File: src/hw/rtl/spfsw_pkg.sv
// Shared types and constants of the session packet filter.
// No dependencies; the files that use it refer to it by scoped names.
`timescale 1ns / 1ps

package spfsw_pkg;

   localparam int NumCommands = 256;
   localparam int SeqIdxW = $clog2(NumCommands);
   localparam logic [8:0] CmdLimit = 9'(NumCommands);

   // Configuration register indexes.
   localparam int CsrIdxW = 3;
   localparam logic [CsrIdxW-1:0] CsrSecret    = 3'd0;
   localparam logic [CsrIdxW-1:0] CsrAuthDone  = 3'd1;
   localparam logic [CsrIdxW-1:0] CsrConnId    = 3'd2;
   localparam logic [CsrIdxW-1:0] CsrProtoCmd  = 3'd3;
   localparam logic [CsrIdxW-1:0] CsrAuthSub   = 3'd4;

   // Action codes.
   localparam logic [2:0] ActDrop    = 3'd0;
   localparam logic [2:0] ActReply   = 3'd1;
   localparam logic [2:0] ActUdp     = 3'd2;
   localparam logic [2:0] ActReady   = 3'd3;
   localparam logic [2:0] ActDisc    = 3'd4;
   localparam logic [2:0] ActAuthPkt = 3'd5;
   localparam logic [2:0] ActTcp     = 3'd6;

   typedef struct packed {
      logic        cmd;
      logic [15:0] total_len;
      logic [31:0] src_addr;
      logic [15:0] src_port;
      logic [7:0]  byte0;
      logic [7:0]  byte1;
      logic [7:0]  byte2;
      logic [7:0]  byte3;
   } item_type;

   typedef struct packed {
      logic [2:0]  action;
      logic [7:0]  client_id;
      logic [7:0]  command;
      logic [31:0] reply_addr;
      logic [15:0] reply_port;
   } result_type;

   typedef struct packed {
      logic [7:0] secret_code;
      logic       auth_done;
      logic [7:0] connection_id;
      logic [7:0] proto_cmd_code;
      logic [7:0] auth_subcmd_code;
   } cfg_type;

   typedef struct packed {
      logic               en;
      logic [SeqIdxW-1:0] addr;
      logic [7:0]         data;
   } tbl_wr_type;

endpackage

File: src/hw/rtl/spfsw_req_if.sv
// Input channel of the session packet filter: valid, ready and one header item.
// No dependencies.
`timescale 1ns / 1ps

interface spfsw_req_if;
   logic        valid;
   logic        ready;
   logic        cmd;
   logic [15:0] total_len;
   logic [31:0] src_addr;
   logic [15:0] src_port;
   logic [7:0]  byte0;
   logic [7:0]  byte1;
   logic [7:0]  byte2;
   logic [7:0]  byte3;

   modport source (output valid, cmd, total_len, src_addr, src_port,
                   byte0, byte1, byte2, byte3, input ready);
   modport sink (input valid, cmd, total_len, src_addr, src_port,
                 byte0, byte1, byte2, byte3, output ready);
endinterface

File: src/hw/rtl/spfsw_rsp_if.sv
// Result channel of the session packet filter: valid, ready and one result item.
// No dependencies.
`timescale 1ns / 1ps

interface spfsw_rsp_if;
   logic        valid;
   logic        ready;
   logic [2:0]  action;
   logic [7:0]  client_id;
   logic [7:0]  command;
   logic [31:0] reply_addr;
   logic [15:0] reply_port;

   modport source (output valid, action, client_id, command, reply_addr,
                   reply_port, input ready);
   modport sink (input valid, action, client_id, command, reply_addr,
                 reply_port, output ready);
endinterface

File: src/hw/rtl/spfsw_csr.sv
// Configuration registers of the session packet filter.
// Depends on spfsw_pkg.
`timescale 1ns / 1ps

module spfsw_csr (
   input  logic                            clock,
   input  logic                            reset,
   input  logic                            csr_wr_en,
   input  logic [spfsw_pkg::CsrIdxW-1:0]   csr_index,
   input  logic [7:0]                      csr_wr_data,
   output spfsw_pkg::cfg_type              cfg
);

   spfsw_pkg::cfg_type cfg_ff;
   spfsw_pkg::cfg_type cfg_in;

   always_comb begin
      cfg_in = cfg_ff;
      if (csr_wr_en) begin
         case (csr_index)
            spfsw_pkg::CsrSecret:   cfg_in.secret_code      = csr_wr_data;
            spfsw_pkg::CsrAuthDone: cfg_in.auth_done        = csr_wr_data[0];
            spfsw_pkg::CsrConnId:   cfg_in.connection_id    = csr_wr_data;
            spfsw_pkg::CsrProtoCmd: cfg_in.proto_cmd_code   = csr_wr_data;
            spfsw_pkg::CsrAuthSub:  cfg_in.auth_subcmd_code = csr_wr_data;
            default:                cfg_in = cfg_ff;
         endcase
      end
   end

   always_ff @(posedge clock) begin
      if (reset) begin
         cfg_ff.secret_code      <= 8'd0;
         cfg_ff.auth_done        <= 1'b0;
         cfg_ff.connection_id    <= 8'd0;
         cfg_ff.proto_cmd_code   <= 8'd255;
         cfg_ff.auth_subcmd_code <= 8'd1;
      end else begin
         cfg_ff <= cfg_in;
      end
   end

   assign cfg = cfg_ff;

endmodule

File: src/hw/rtl/spfsw_seq_table.sv
// Per-command last sequence time table: one synchronous memory with a
// registered read, valid bits for reset, and a bypass of a same-edge write.
// Depends on spfsw_pkg.
`timescale 1ns / 1ps

module spfsw_seq_table (
   input  logic                            clock,
   input  logic                            reset,
   input  logic                            rd_en,
   input  logic [spfsw_pkg::SeqIdxW-1:0]   rd_addr,
   input  spfsw_pkg::tbl_wr_type           wr,
   output logic [7:0]                      rd_value
);

   logic [7:0]                      mem_ff [spfsw_pkg::NumCommands];
   logic [spfsw_pkg::NumCommands-1:0] vld_ff;
   logic [7:0]                      rd_data_ff;
   logic                            rd_vld_ff;
   logic                            fwd_hit_ff;
   logic [7:0]                      fwd_data_ff;

   always_ff @(posedge clock) begin
      if (wr.en) begin
         mem_ff[wr.addr] <= wr.data;
      end
      if (rd_en) begin
         rd_data_ff  <= mem_ff[rd_addr];
         fwd_data_ff <= wr.data;
      end
   end

   // An entry never written since reset reads as zero.
   always_ff @(posedge clock) begin
      if (reset) begin
         vld_ff     <= '0;
         rd_vld_ff  <= 1'b0;
         fwd_hit_ff <= 1'b0;
      end else begin
         if (wr.en) begin
            vld_ff[wr.addr] <= 1'b1;
         end
         if (rd_en) begin
            rd_vld_ff  <= vld_ff[rd_addr];
            fwd_hit_ff <= wr.en && (wr.addr == rd_addr);
         end
      end
   end

   assign rd_value = fwd_hit_ff ? fwd_data_ff : (rd_vld_ff ? rd_data_ff : 8'd0);

endmodule

File: src/hw/rtl/spfsw_judge.sv
// Decision logic and connection state of the session packet filter.
// Depends on spfsw_pkg; the table entry arrives from spfsw_seq_table.
`timescale 1ns / 1ps

module spfsw_judge (
   input  logic                     clock,
   input  logic                     reset,
   input  logic                     fire,
   input  spfsw_pkg::item_type      item,
   input  logic [7:0]               last_time,
   input  spfsw_pkg::cfg_type       cfg,
   output spfsw_pkg::result_type    result,
   output spfsw_pkg::tbl_wr_type    tbl_wr
);

   typedef enum logic [1:0] {
      ST_WAIT  = 2'd0,
      ST_READY = 2'd1,
      ST_DISC  = 2'd2
   } conn_state_type;

   conn_state_type conn_state_ff, conn_state_in;
   logic [31:0]    bound_addr_ff, bound_addr_in;
   logic [15:0]    bound_port_ff, bound_port_in;

   logic       addr_match;
   logic       window_ok;
   logic [8:0] diff_up;
   logic [8:0] diff_down;

   assign addr_match = (item.src_addr == bound_addr_ff) && (item.src_port == bound_port_ff);
   assign diff_up    = {1'b0, item.byte3} - {1'b0, last_time};
   assign diff_down  = {1'b0, last_time} - {1'b0, item.byte3};

   // Serial-number window: ahead by 1 to 127, behind by more than 128, or either value zero.
   always_comb begin
      window_ok = 1'b0;
      if (item.byte3 == 8'd0 || last_time == 8'd0) begin
         window_ok = 1'b1;
      end else if (item.byte3 > last_time && diff_up < 9'd128) begin
         window_ok = 1'b1;
      end else if (item.byte3 < last_time && diff_down > 9'd128) begin
         window_ok = 1'b1;
      end
   end

   always_comb begin
      result         = '0;
      result.action  = spfsw_pkg::ActDrop;
      tbl_wr.en      = 1'b0;
      tbl_wr.addr    = item.byte2[spfsw_pkg::SeqIdxW-1:0];
      tbl_wr.data    = item.byte3;
      conn_state_in  = conn_state_ff;
      bound_addr_in  = bound_addr_ff;
      bound_port_in  = bound_port_ff;
      if (!item.cmd) begin
         if (item.total_len >= 16'd4 && item.byte1 == cfg.secret_code) begin
            if (conn_state_ff == ST_WAIT) begin
               bound_addr_in     = item.src_addr;
               bound_port_in     = item.src_port;
               result.action     = spfsw_pkg::ActReply;
               result.reply_addr = item.src_addr;
               result.reply_port = item.src_port;
            end else if (addr_match && item.byte2 != cfg.proto_cmd_code
                         && cfg.auth_done && item.total_len >= 16'd5
                         && {1'b0, item.byte2} < spfsw_pkg::CmdLimit && window_ok) begin
               tbl_wr.en        = (item.byte3 != 8'd0);
               result.action    = spfsw_pkg::ActUdp;
               result.client_id = item.byte0;
               result.command   = item.byte2;
            end
         end
      end else if (item.total_len >= 16'd2) begin
         if (item.byte0 == cfg.proto_cmd_code) begin
            if (item.byte1 == cfg.auth_subcmd_code && cfg.auth_done
                && conn_state_ff == ST_WAIT && item.total_len >= 16'd8) begin
               result.client_id = cfg.connection_id;
               if (addr_match) begin
                  conn_state_in = ST_READY;
                  result.action = spfsw_pkg::ActReady;
               end else begin
                  conn_state_in = ST_DISC;
                  result.action = spfsw_pkg::ActDisc;
               end
            end
         end else if (item.total_len >= 16'd3) begin
            result.action    = cfg.auth_done ? spfsw_pkg::ActTcp : spfsw_pkg::ActAuthPkt;
            result.client_id = cfg.connection_id;
            result.command   = item.byte0;
         end
      end
      if (!fire) begin
         tbl_wr.en = 1'b0;
      end
   end

   always_ff @(posedge clock) begin
      if (reset) begin
         conn_state_ff <= ST_WAIT;
         bound_addr_ff <= 32'd0;
         bound_port_ff <= 16'd0;
      end else if (fire) begin
         conn_state_ff <= conn_state_in;
         bound_addr_ff <= bound_addr_in;
         bound_port_ff <= bound_port_in;
      end
   end

endmodule

File: src/hw/rtl/session_packet_filter_seq_window_core.sv
// Session packet filter with a per-command serial-number sequence window.
// Depends on spfsw_pkg, spfsw_req_if, spfsw_rsp_if, spfsw_csr, spfsw_seq_table
// and spfsw_judge.
//
// Each packet header taken on req_ch (valid/ready) gives exactly one result
// on rsp_ch: an action code with client id, command and the bound address
// and port for an address reply. An accepted item is registered in the decision
// stage and then in the result register, which drives rsp_ch. One item is taken
// every cycle while rsp_ch does not stall.
// The rate is set by the sequence-time memory: it is read in the cycle an
// item is accepted and written back when the item leaves the decision
// stage; a write that hits the entry being read at the same edge is bypassed.
// If rsp_ch stalls, the result register and the decision stage each hold one
// item, then req_ch.ready drops until the result is taken.
// Reset (synchronous, active high) returns the connection to wait-for-auth,
// clears the bound address and port, loads the register defaults and marks
// every table entry as zero through valid bits, so no clearing pass is needed.
// csr_wr_en/csr_index/csr_wr_data write a register; the user must write only while
// the block is idle, which the block itself does not enforce.
`timescale 1ns / 1ps

module session_packet_filter_seq_window_core (
   input  logic                            clock,
   input  logic                            reset,
   spfsw_req_if.sink                       req_ch,
   spfsw_rsp_if.source                     rsp_ch,
   input  logic                            csr_wr_en,
   input  logic [spfsw_pkg::CsrIdxW-1:0]   csr_index,
   input  logic [7:0]                      csr_wr_data
);

   spfsw_pkg::cfg_type    cfg;
   spfsw_pkg::item_type   req_item;
   spfsw_pkg::item_type   s1_item_ff;
   logic                  s1_valid_ff, s1_valid_in;
   spfsw_pkg::result_type rsp_data_ff;
   spfsw_pkg::result_type judge_result;
   logic                  rsp_valid_ff, rsp_valid_in;
   spfsw_pkg::tbl_wr_type tbl_wr;
   logic [7:0]            last_time;
   logic                  req_fire;
   logic                  s1_adv;

   assign req_item = '{cmd: req_ch.cmd, total_len: req_ch.total_len,
                       src_addr: req_ch.src_addr, src_port: req_ch.src_port,
                       byte0: req_ch.byte0, byte1: req_ch.byte1,
                       byte2: req_ch.byte2, byte3: req_ch.byte3};

   assign s1_adv       = s1_valid_ff && (!rsp_valid_ff || rsp_ch.ready);
   assign req_ch.ready = !s1_valid_ff || s1_adv;
   assign req_fire     = req_ch.valid && req_ch.ready;

   assign s1_valid_in  = req_fire || (s1_valid_ff && !s1_adv);
   assign rsp_valid_in = s1_adv || (rsp_valid_ff && !rsp_ch.ready);

   spfsw_csr u_csr (
      .clock       (clock),
      .reset       (reset),
      .csr_wr_en   (csr_wr_en),
      .csr_index   (csr_index),
      .csr_wr_data (csr_wr_data),
      .cfg         (cfg)
   );

   spfsw_seq_table u_table (
      .clock    (clock),
      .reset    (reset),
      .rd_en    (req_fire),
      .rd_addr  (req_ch.byte2[spfsw_pkg::SeqIdxW-1:0]),
      .wr       (tbl_wr),
      .rd_value (last_time)
   );

   spfsw_judge u_judge (
      .clock     (clock),
      .reset     (reset),
      .fire      (s1_adv),
      .item      (s1_item_ff),
      .last_time (last_time),
      .cfg       (cfg),
      .result    (judge_result),
      .tbl_wr    (tbl_wr)
   );

   always_ff @(posedge clock) begin
      if (reset) begin
         s1_valid_ff  <= 1'b0;
         rsp_valid_ff <= 1'b0;
      end else begin
         s1_valid_ff  <= s1_valid_in;
         rsp_valid_ff <= rsp_valid_in;
      end
      if (req_fire) begin
         s1_item_ff <= req_item;
      end
      if (s1_adv) begin
         rsp_data_ff <= judge_result;
      end
   end

   assign rsp_ch.valid      = rsp_valid_ff;
   assign rsp_ch.action     = rsp_data_ff.action;
   assign rsp_ch.client_id  = rsp_data_ff.client_id;
   assign rsp_ch.command    = rsp_data_ff.command;
   assign rsp_ch.reply_addr = rsp_data_ff.reply_addr;
   assign rsp_ch.reply_port = rsp_data_ff.reply_port;

endmodule

File: src/flat_wrapper.sv
// flat-port wrapper written by rule: the top's interface ports become plain ports
module session_packet_filter_seq_window_core_flat 
  (clock, reset, csr_wr_en, csr_index, csr_wr_data, req_ch_valid, req_ch_cmd, req_ch_total_len, req_ch_src_addr, req_ch_src_port, req_ch_byte0, req_ch_byte1, req_ch_byte2, req_ch_byte3, req_ch_ready, rsp_ch_valid, rsp_ch_action, rsp_ch_client_id, rsp_ch_command, rsp_ch_reply_addr, rsp_ch_reply_port, rsp_ch_ready);
  spfsw_req_if req_ch_i ();
  spfsw_rsp_if rsp_ch_i ();
  input  logic clock;
  input  logic reset;
  input  logic csr_wr_en;
  input  logic [spfsw_pkg::CsrIdxW-1:0] csr_index;
  input  logic [7:0] csr_wr_data;
  input wire logic [$bits(req_ch_i.valid)-1:0] req_ch_valid;
  input wire logic [$bits(req_ch_i.cmd)-1:0] req_ch_cmd;
  input wire logic [$bits(req_ch_i.total_len)-1:0] req_ch_total_len;
  input wire logic [$bits(req_ch_i.src_addr)-1:0] req_ch_src_addr;
  input wire logic [$bits(req_ch_i.src_port)-1:0] req_ch_src_port;
  input wire logic [$bits(req_ch_i.byte0)-1:0] req_ch_byte0;
  input wire logic [$bits(req_ch_i.byte1)-1:0] req_ch_byte1;
  input wire logic [$bits(req_ch_i.byte2)-1:0] req_ch_byte2;
  input wire logic [$bits(req_ch_i.byte3)-1:0] req_ch_byte3;
  output wire logic [$bits(req_ch_i.ready)-1:0] req_ch_ready;
  output wire logic [$bits(rsp_ch_i.valid)-1:0] rsp_ch_valid;
  output wire logic [$bits(rsp_ch_i.action)-1:0] rsp_ch_action;
  output wire logic [$bits(rsp_ch_i.client_id)-1:0] rsp_ch_client_id;
  output wire logic [$bits(rsp_ch_i.command)-1:0] rsp_ch_command;
  output wire logic [$bits(rsp_ch_i.reply_addr)-1:0] rsp_ch_reply_addr;
  output wire logic [$bits(rsp_ch_i.reply_port)-1:0] rsp_ch_reply_port;
  input wire logic [$bits(rsp_ch_i.ready)-1:0] rsp_ch_ready;
  assign req_ch_i.valid = req_ch_valid;
  assign req_ch_i.cmd = req_ch_cmd;
  assign req_ch_i.total_len = req_ch_total_len;
  assign req_ch_i.src_addr = req_ch_src_addr;
  assign req_ch_i.src_port = req_ch_src_port;
  assign req_ch_i.byte0 = req_ch_byte0;
  assign req_ch_i.byte1 = req_ch_byte1;
  assign req_ch_i.byte2 = req_ch_byte2;
  assign req_ch_i.byte3 = req_ch_byte3;
  assign req_ch_ready = req_ch_i.ready;
  assign rsp_ch_valid = rsp_ch_i.valid;
  assign rsp_ch_action = rsp_ch_i.action;
  assign rsp_ch_client_id = rsp_ch_i.client_id;
  assign rsp_ch_command = rsp_ch_i.command;
  assign rsp_ch_reply_addr = rsp_ch_i.reply_addr;
  assign rsp_ch_reply_port = rsp_ch_i.reply_port;
  assign rsp_ch_i.ready = rsp_ch_ready;
  session_packet_filter_seq_window_core u_core (.clock(clock), .reset(reset), .req_ch(req_ch_i), .rsp_ch(rsp_ch_i), .csr_wr_en(csr_wr_en), .csr_index(csr_index), .csr_wr_data(csr_wr_data));
endmodule
File: config.mk
export PLATFORM = sky130hd
export DESIGN_NAME = session_packet_filter_seq_window_core_flat
export DESIGN_NICKNAME = d
export VERILOG_FILES = /design/src/hw/rtl/spfsw_pkg.sv /design/src/hw/rtl/spfsw_req_if.sv /design/src/hw/rtl/spfsw_rsp_if.sv /design/src/hw/rtl/spfsw_csr.sv /design/src/hw/rtl/spfsw_seq_table.sv /design/src/hw/rtl/spfsw_judge.sv /design/src/hw/rtl/session_packet_filter_seq_window_core.sv /design/src/flat_wrapper.sv
export SDC_FILE = /design/constraint.sdc
export NUM_CORES = 2
export LEC_CHECK = 0
export BUFFER_PORTS_ARGS = -buffer_cell sky130_fd_sc_hd__buf_4
export CAP_MARGIN = 20
export CORE_AREA = 3 3 454 456
export CTS_CLUSTER_SIZE = 25
export DETAILED_ROUTE_END_ITERATION = 16
export DIE_AREA = 0 0 457 459
export PLACE_DENSITY = 0.68
export SYNTH_ARGS = -nofsm -noshare
export SYNTH_HDL_FRONTEND = slang
export SYNTH_SLANG_ARGS = --single-unit
File: constraint.sdc
create_clock -name clock -period 7.06 [get_ports clock]
set_clock_uncertainty 0.05 [all_clocks]
set_input_delay 0.706 -clock clock [delete_from_list [all_inputs] [get_ports clock]]
set_output_delay 0.706 -clock clock [all_outputs]
set_load 0.05 [all_outputs]
; ---- Word level (Yosys, flattened, before mapping)
; Memories as Yosys holds them, arrays and structs flattened. A register that Yosys moved wholly into a read port is not among the register bits.
; Cells that the tools add are included.
[op_classes]
eq_ne = 11
n_reduce_logical = 39
order_cmp = 12
bitwise_logic = 4
addsub = 2
muxes = 30
[ops]
columns = op, n
row1 = 256-bit bitwise OR, 1
row2 = 67-bit 2-to-1 mux, 1
row3 = 19-bit 2-to-1 mux, 3
row4 = 48-bit 2-to-1 mux, 1
row5 = 32-bit equality test, 1
row6 = 8-bit equality test, 4
row7 = 16-bit by 2-bit greater-or-equal comparator with 1-bit output (second input constant), 2
row8 = 16-bit by 3-bit greater-or-equal comparator with 1-bit output (second input constant), 2
row9 = 8-bit 2-to-1 mux, 3
row10 = 11-bit 2-to-1 mux, 2
row11 = 8-bit by 9-bit < comparator with 1-bit output (second input constant), 2
row12 = 18-bit 2-to-1 mux, 1
row13 = 8-bit by 8-bit subtractor with 9-bit output, 2
row14 = 1-bit logical AND, 17
row15 = 16-bit equality test, 1
row16 = 16-bit by 4-bit greater-or-equal comparator with 1-bit output (second input constant), 1
row17 = 8-bit zero test, 2
row18 = 16-bit 2-to-1 mux, 1
row19 = 1-bit 2-to-1 mux, 12
row20 = 2-bit AND reduction, 5
row21 = 9-bit by 8-bit > comparator with 1-bit output (second input constant), 1
row22 = 9-bit by 8-bit < comparator with 1-bit output (second input constant), 1
row23 = 1-bit binary-select mux with 8-bit select, 1
row24 = 1-bit demux with 8-bit select, 1
row25 = 18 further kinds, 30
[word_totals]
ff_bits = 515
ram_bits = 2048
memories = 1
inputBits = 113
[memory_table]
columns = memory, depth, word_bits, rd, rd_clocked_by_memory_dff, write_ports, line_no
row1 = u_core.u_table.mem_ff, 256, 8, 1, 1, 1, spfsw_seq_table.sv:15  ; logic [7:0] mem_ff [spfsw_pkg::NumCommands];

; ---- Logic depth before layout (Yosys ltp)
[depth]
ltp_word = 16
ltp_mapped = 17

; ---- Modules after synthesis
; Synthesis repeated with hierarchy kept, for this count alone.
[hier_totals]
hier_cells = 5366
hier_area_um2 = 99141.3
[by_module_without_submodules]
columns = module, cells_per_inst, instances, area_per_inst_um2, seq_area_each_um2
row1 = spfsw_seq_table, 4535, 1, 88590.0, 67144.4
row2 = session_packet_filter_seq_window_core, 174, 1, 5028.6, 4964.8
row3 = spfsw_judge, 525, 1, 4140.2, 1001.0
row4 = spfsw_csr, 132, 1, 1382.6, 660.6

; ---- Worst setup path before layout
; No wires, ideal clock.
[synth_path]
kind = flip-flop to flip-flop
start = reg u_core.s1_item_ff[5] (netlist bit)
end = mem u_core.u_table.mem_ff[149][0] (enable)
path_stages_with_launch = 14
path_slack_ns = 0.154
period_less_slack_ns = 6.906
arrival_ns = 6.473
cell_sequence = edfxtp_1 inv_1 ha_1 clkbuf_2 a21o_1 a221oi_2 and3_1 a21oi_1 a211oi_2 buf_6 nor2_4 buf_2 buf_4 nor3_1
[synth_via]
elab_chain_len = 14
elab_cells_between_ends = 22
classes_between = add/sub: 2 / order compare: 4 / mux: 10 / reduce/logical: 6
[synth_lines]
columns = element, line_no
row1 = "start, declared", session_packet_filter_seq_window_core.sv:34  ; spfsw_pkg::item_type s1_item_ff;
row2 = "start signal, assigned", session_packet_filter_seq_window_core.sv:94  ; s1_item_ff <= req_item;
row3 = 8-bit by 8-bit subtractor with 9-bit output, spfsw_judge.sv:33  ; assign diff_down = {1'b0, last_time} - {1'b0, item.byte3};
row4 = 9-bit by 8-bit > comparator with 1-bit output, spfsw_judge.sv:42  ; end else if (item.byte3 < last_time && diff_down > 9'd128) begin
row5 = 1-bit logical AND, spfsw_judge.sv:42
row6 = 1-bit 2-to-1 mux, spfsw_judge.sv:42
row7 = 1-bit 2-to-1 mux, spfsw_judge.sv:40  ; end else if (item.byte3 > last_time && diff_up < 9'd128) begin
row8 = 1-bit 2-to-1 mux, spfsw_judge.sv:38  ; if (item.byte3 == 8'd0 || last_time == 8'd0) begin
row9 = 1-bit logical AND, spfsw_judge.sv:66  ; && {1'b0, item.byte2} < spfsw_pkg::CmdLimit && window_ok) begin
row10 = 1-bit 2-to-1 mux (*), spfsw_judge.sv:64  ; end else if (addr_match && item.byte2 != cfg.proto_cmd_code
row11 = 1-bit 2-to-1 mux (*), spfsw_judge.sv:58  ; if (conn_state_ff == ST_WAIT) begin
row12 = 1-bit 2-to-1 mux (*), spfsw_judge.sv:57  ; if (item.total_len >= 16'd4 && item.byte1 == cfg.secret_code) begin
row13 = 1-bit 2-to-1 mux (*), spfsw_judge.sv:56  ; if (!item.cmd) begin
row14 = 1-bit 2-to-1 mux (*), spfsw_judge.sv:92  ; if (!fire) begin
row15 = 1-bit 2-to-1 mux (*), spfsw_seq_table.sv:23  ; if (wr.en) begin
row16 = 1-bit 2-to-1 mux (implied by the code) (*), spfsw_seq_table.sv:24  ; mem_ff[wr.addr] <= wr.data;
row17 = "end, declared", spfsw_seq_table.sv:15
; Mark *: on every way between the ends. The rest lies on a longest branch, timed or not.

; ---- Final worst setup path
[layout_path]
start = reg u_core.u_table.fwd_hit_ff
end = mem u_core.u_table.mem_ff[67][3] (enable)
[layout_via]
elab_chain_len = 15
elab_cells_between_ends = 22
classes_between = add/sub: 2 / order compare: 4 / mux: 11 / reduce/logical: 5
[layout_lines]
columns = element, line_no
row1 = "start, declared", spfsw_seq_table.sv:19  ; logic fwd_hit_ff;
row2 = "start signal, assigned", spfsw_seq_table.sv:44  ; fwd_hit_ff <= wr.en && (wr.addr == rd_addr);
row3 = 8-bit 2-to-1 mux (*), spfsw_seq_table.sv:49  ; assign rd_value = fwd_hit_ff ? fwd_data_ff : (rd_vld_ff ? rd_data_ff : 8'd0);
row4 = 8-bit by 8-bit subtractor with 9-bit output, spfsw_judge.sv:33
row5 = 9-bit by 8-bit > comparator with 1-bit output, spfsw_judge.sv:42
row6 = 1-bit logical AND, spfsw_judge.sv:42
row7 = 1-bit 2-to-1 mux, spfsw_judge.sv:42
row8 = 1-bit 2-to-1 mux, spfsw_judge.sv:40
row9 = 1-bit 2-to-1 mux (*), spfsw_judge.sv:38
row10 = 1-bit logical AND (*), spfsw_judge.sv:66
row11 = 1-bit 2-to-1 mux (*), spfsw_judge.sv:64
row12 = 1-bit 2-to-1 mux (*), spfsw_judge.sv:58
row13 = 1-bit 2-to-1 mux (*), spfsw_judge.sv:57
row14 = 1-bit 2-to-1 mux (*), spfsw_judge.sv:56
row15 = 1-bit 2-to-1 mux (*), spfsw_judge.sv:92
row16 = 1-bit 2-to-1 mux (*), spfsw_seq_table.sv:23
row17 = 1-bit 2-to-1 mux (implied by the code) (*), spfsw_seq_table.sv:24
; Marked as above.

==> results.sh <==
export IMPL_status="complete, no violations"
export IMPL_boundaryPins=182
export IMPL_hold_path_class="in -> reg"
export IMPL_fin_tns_setup_ps=0
export IMPL_antenna_found_initial=7
export IMPL_p_leak_nw=36.1
export IMPL_mostFrequentLayoutCell="edfxtp_1"
export IMPL_dieHeight_um=459
export IMPL_async_flop_share_pct=0
export IMPL_power_density_nw_per_um2=280
export IMPL_p_switching_w=0.00690
export IMPL_cts_resized=0
export IMPL_pwr_share_clk_pct=43.6
export IMPL_critical_path_arrival_ps=5740
export IMPL_synth_top_family_by_area="multiplexers"
export IMPL_clock_sinks=2571
export IMPL_swShare_pct=21.2
export IMPL_num_rows=165
export IMPL_synth_xor_xnor_area_share_pct=0.780
export IMPL_synthMuxAreaShare_pct=12.9
export IMPL_holdPathStages=3
export IMPL_ys_dominant_reg_cell="edfxtp_1"
export IMPL_grt_start_max_net_pins=171
export IMPL_syn_instance_count=5602
export IMPL_syn_area_per_cell_um2=18.1
export IMPL_cts_tree="done"
export IMPL_grt_pass1_wl_mm=396
export IMPL_min_period_ps=5140
export IMPL_ys_warn_count=0
export IMPL_hpwl_mm=155
export IMPL_layout_common_cells="edfxtp_1, mux4_2, dfxtp_1"
export IMPL_drtPass1Iterations=6
export IMPL_r2r_cells=13
export IMPL_grt_pass1_vias=56300
export IMPL_slew_headroom_pct=19.7
export IMPL_via_per_inst=6.51
export IMPL_ant_nets=0
export IMPL_finalCritPeriodShare_pct=72.8
export IMPL_post_dp_cell_area_um2=106000
export IMPL_num_fill_cells=14600
export IMPL_hold_viol=0
export IMPL_regArea_um2=73800
export IMPL_setup_viol=0
export IMPL_seqPwrFrac_pct=51.2
export IMPL_r2r_slack_ps=1920
export IMPL_required_ps=7660
export IMPL_layout_area_overhead_vs_synth_pct=14.9
export IMPL_synth_compound_area_share_pct=6.28
export IMPL_share_comb_of_total_power_pct=5.2
export IMPL_synthAdderAreaFrac_pct=0.198
export IMPL_die_width_um=457
export IMPL_fin_nets=6087
export IMPL_multi_input_area_um2=25600
export IMPL_ir_drop_v=0.000271
export IMPL_drcViolationCount=0
export IMPL_finalMaxSlewViolations=0
export IMPL_synth_edff_count=2228
export IMPL_ys_ff_latch=2571
export IMPL_coreArea_um2=202000
export IMPL_initial_utilization_pct=50.0
export IMPL_cts_root_buffer="clkbuf_16"
export IMPL_drive_gt1_share_pct=23.8
export IMPL_clkTransAtPathRegs_ps=60
export IMPL_tightest_slew_ps=1200
export IMPL_p_int_w=0.0256
export IMPL_grt_overflow_total=0
export IMPL_htreeDepth=5
export IMPL_critPathCaptureType="register"
export IMPL_vias=57500
export IMPL_cp_max_fo=88
export IMPL_portBuffers=181
export IMPL_wire_per_inst_um=30.7
export IMPL_syn_nets=5731
export IMPL_place_gp_congestion=0.866
export IMPL_maxCapViolations=0
export IMPL_clk_latency_ps=900
export IMPL_yosys_area_share_simple_pct=4.89
export IMPL_clock_path_buffers=4
export IMPL_drtIter0Drc=8129
export IMPL_crit_type="reg -> reg"
export IMPL_dieArea_um2=210000
export IMPL_ys_seq_area_share_pct=73.0
export IMPL_synth_cell_types=59
export IMPL_cts_made_buffers=274
export IMPL_design_area_um2=116000
export IMPL_netlist_area_um2=101000
export IMPL_worstSetupStartpointType="register"
export IMPL_drt_total_wl_mm=271
export IMPL_fmax_mhz=195
export IMPL_grtUsageTotal_pct=25.6
export IMPL_rsz0062_at_grt="false"
cells in the mapped netlist, drive strengths merged (3+ instances only):
library cell     n  area, um^2
inv             29         109
nor2            43         169
nand3          280        1400
a2111oi          3        26.3
xnor2           63         552
nor3           280        1400
a211oi           7        57.6
ha              16         200
nand4           22         138
o211ai           5        37.5
and3            54         338
o22ai           22         138
dfxtp          343        6870
clkbuf         316        1190
nand3b           4        30.0
and2             5        31.3
nand2          210         788
a22o             7        61.3
a21o             4        30.0
nor2b           17         106
mux2i           21         210
a22oi          273        2050
o21ai           12        60.1
o2111ai         18         315
xor2            27         236
nor4            51         319
o2bb2ai        251        2200
a32o            18         180
or2             12        75.1
nand2b          15        93.8
edfxtp        2228       66900
buf            141         736
nand4b           3        26.3
mux4           569       12800
a21oi          215        1080
cells by family after synthesis:
group | Yosys count
compound gates | 848
xor+xnor | 90
fa+ha+maj | 16
buf+inv | 486
flops | 2571
mux | 591
simple gates | 1000
worst paths after layout:
kind                             start                           end
max          u_core.u_table.fwd_hit_ff  u_core.u_table.mem_ff[67][3]
min                     csr_wr_data[0]           u_core.u_csr.cfg[0]
min reg2reg  u_core.u_table.vld_ff[26]     u_core.u_table.vld_ff[26]
max reg2reg  u_core.u_table.fwd_hit_ff  u_core.u_table.mem_ff[67][3]
through the flow:
step                hold slack [ps]  total power, W  setup WS [ps]  utilization, %  cells
detailed placement              391          0.0186           2140            52.4   8175
CTS                            3.13          0.0327           2080            57.2   8732
global placement                389          0.0186           2190            52.3   8158
global route                   18.2          0.0334           1630            57.5   8821
floorplan                       377          0.0180            154               -   5602
finish                         52.4          0.0325           1920            57.5   8823
timing repair:
| item | in CTS | in global routing |
|---|---|---|
| hold endpoints to repair | 92 | 0 |
| buffers inserted | 0 | 0 |
| hold buffers | 92 | 0 |
per-layer routing:
layer / vias up / track usage [%] / routed length [um]
met2: 3627 / 39.5 / 127000
met5: - / 0 / 10
met4: 2 / 8.76 / 9180
li1: 23700 / - / -
met3: 526 / 5.90 / 29100
met1: 29600 / 36.3 / 106000
state kept, by name (all words and copies together) (netlist names):
name	count
u_core.rsp_ch.command	8
u_core.u_table.fwd_hit_ff	1
u_core.u_table.rd_vld_ff	1
u_core.s1_item_ff	97
u_core.rsp_ch.reply_addr	32
u_core.u_table.mem_ff	2048
u_core.rsp_ch.client_id	8
u_core.rsp_ch.action	3
u_core.u_table.rd_data_ff	8
u_core.u_judge.conn_state_ff	2
u_core.u_judge.bound_port_ff	16
u_core.rsp_ch.reply_port	16
u_core.s1_valid_ff	1
u_core.u_csr.cfg	33
u_core.u_table.vld_ff	256
u_core.rsp_ch.valid	1
u_core.u_table.fwd_data_ff	8
u_core.u_judge.bound_addr_ff	32
power by group through the flow:
stage	Sequential, W	Combinational [W]	Clock (W)
after floorplan	0.0171	0.000824	0
after global placement	0.0170	0.00163	0
after detailed placement	0.0170	0.00164	0
after CTS	0.0166	0.00169	0.0144
after global routing	0.0166	0.00178	0.0150
final	0.0166	0.00169	0.0142
cell type report:
cell class / instances / share of cell area [%]
antenna: 4 / 0.00862
clock buffer: 345 / 6.43
clock inverter: 120 / 1.13
inverter: 29 / 0.102
multi-input combinational: 2545 / 22.0
sequential: 2571 / 63.5
tap: 2672 / 2.88
timing repair buffer: 537 / 3.92
critical path, stage by stage (launching register included):
cell	delay [ps]
dfxtp_1	410
nor2b_1	460
a22o_1	250
ha_1	290
nor2b_1	170
o211ai_1	270
nand4b_1	150
a2111oi_0	750
a211oi_4	130
buf_4	280
nor2_4	520
buf_12	480
nor3_1	270
clkbuf_2	260
Note: power is estimated with default switching activity, not from simulation.
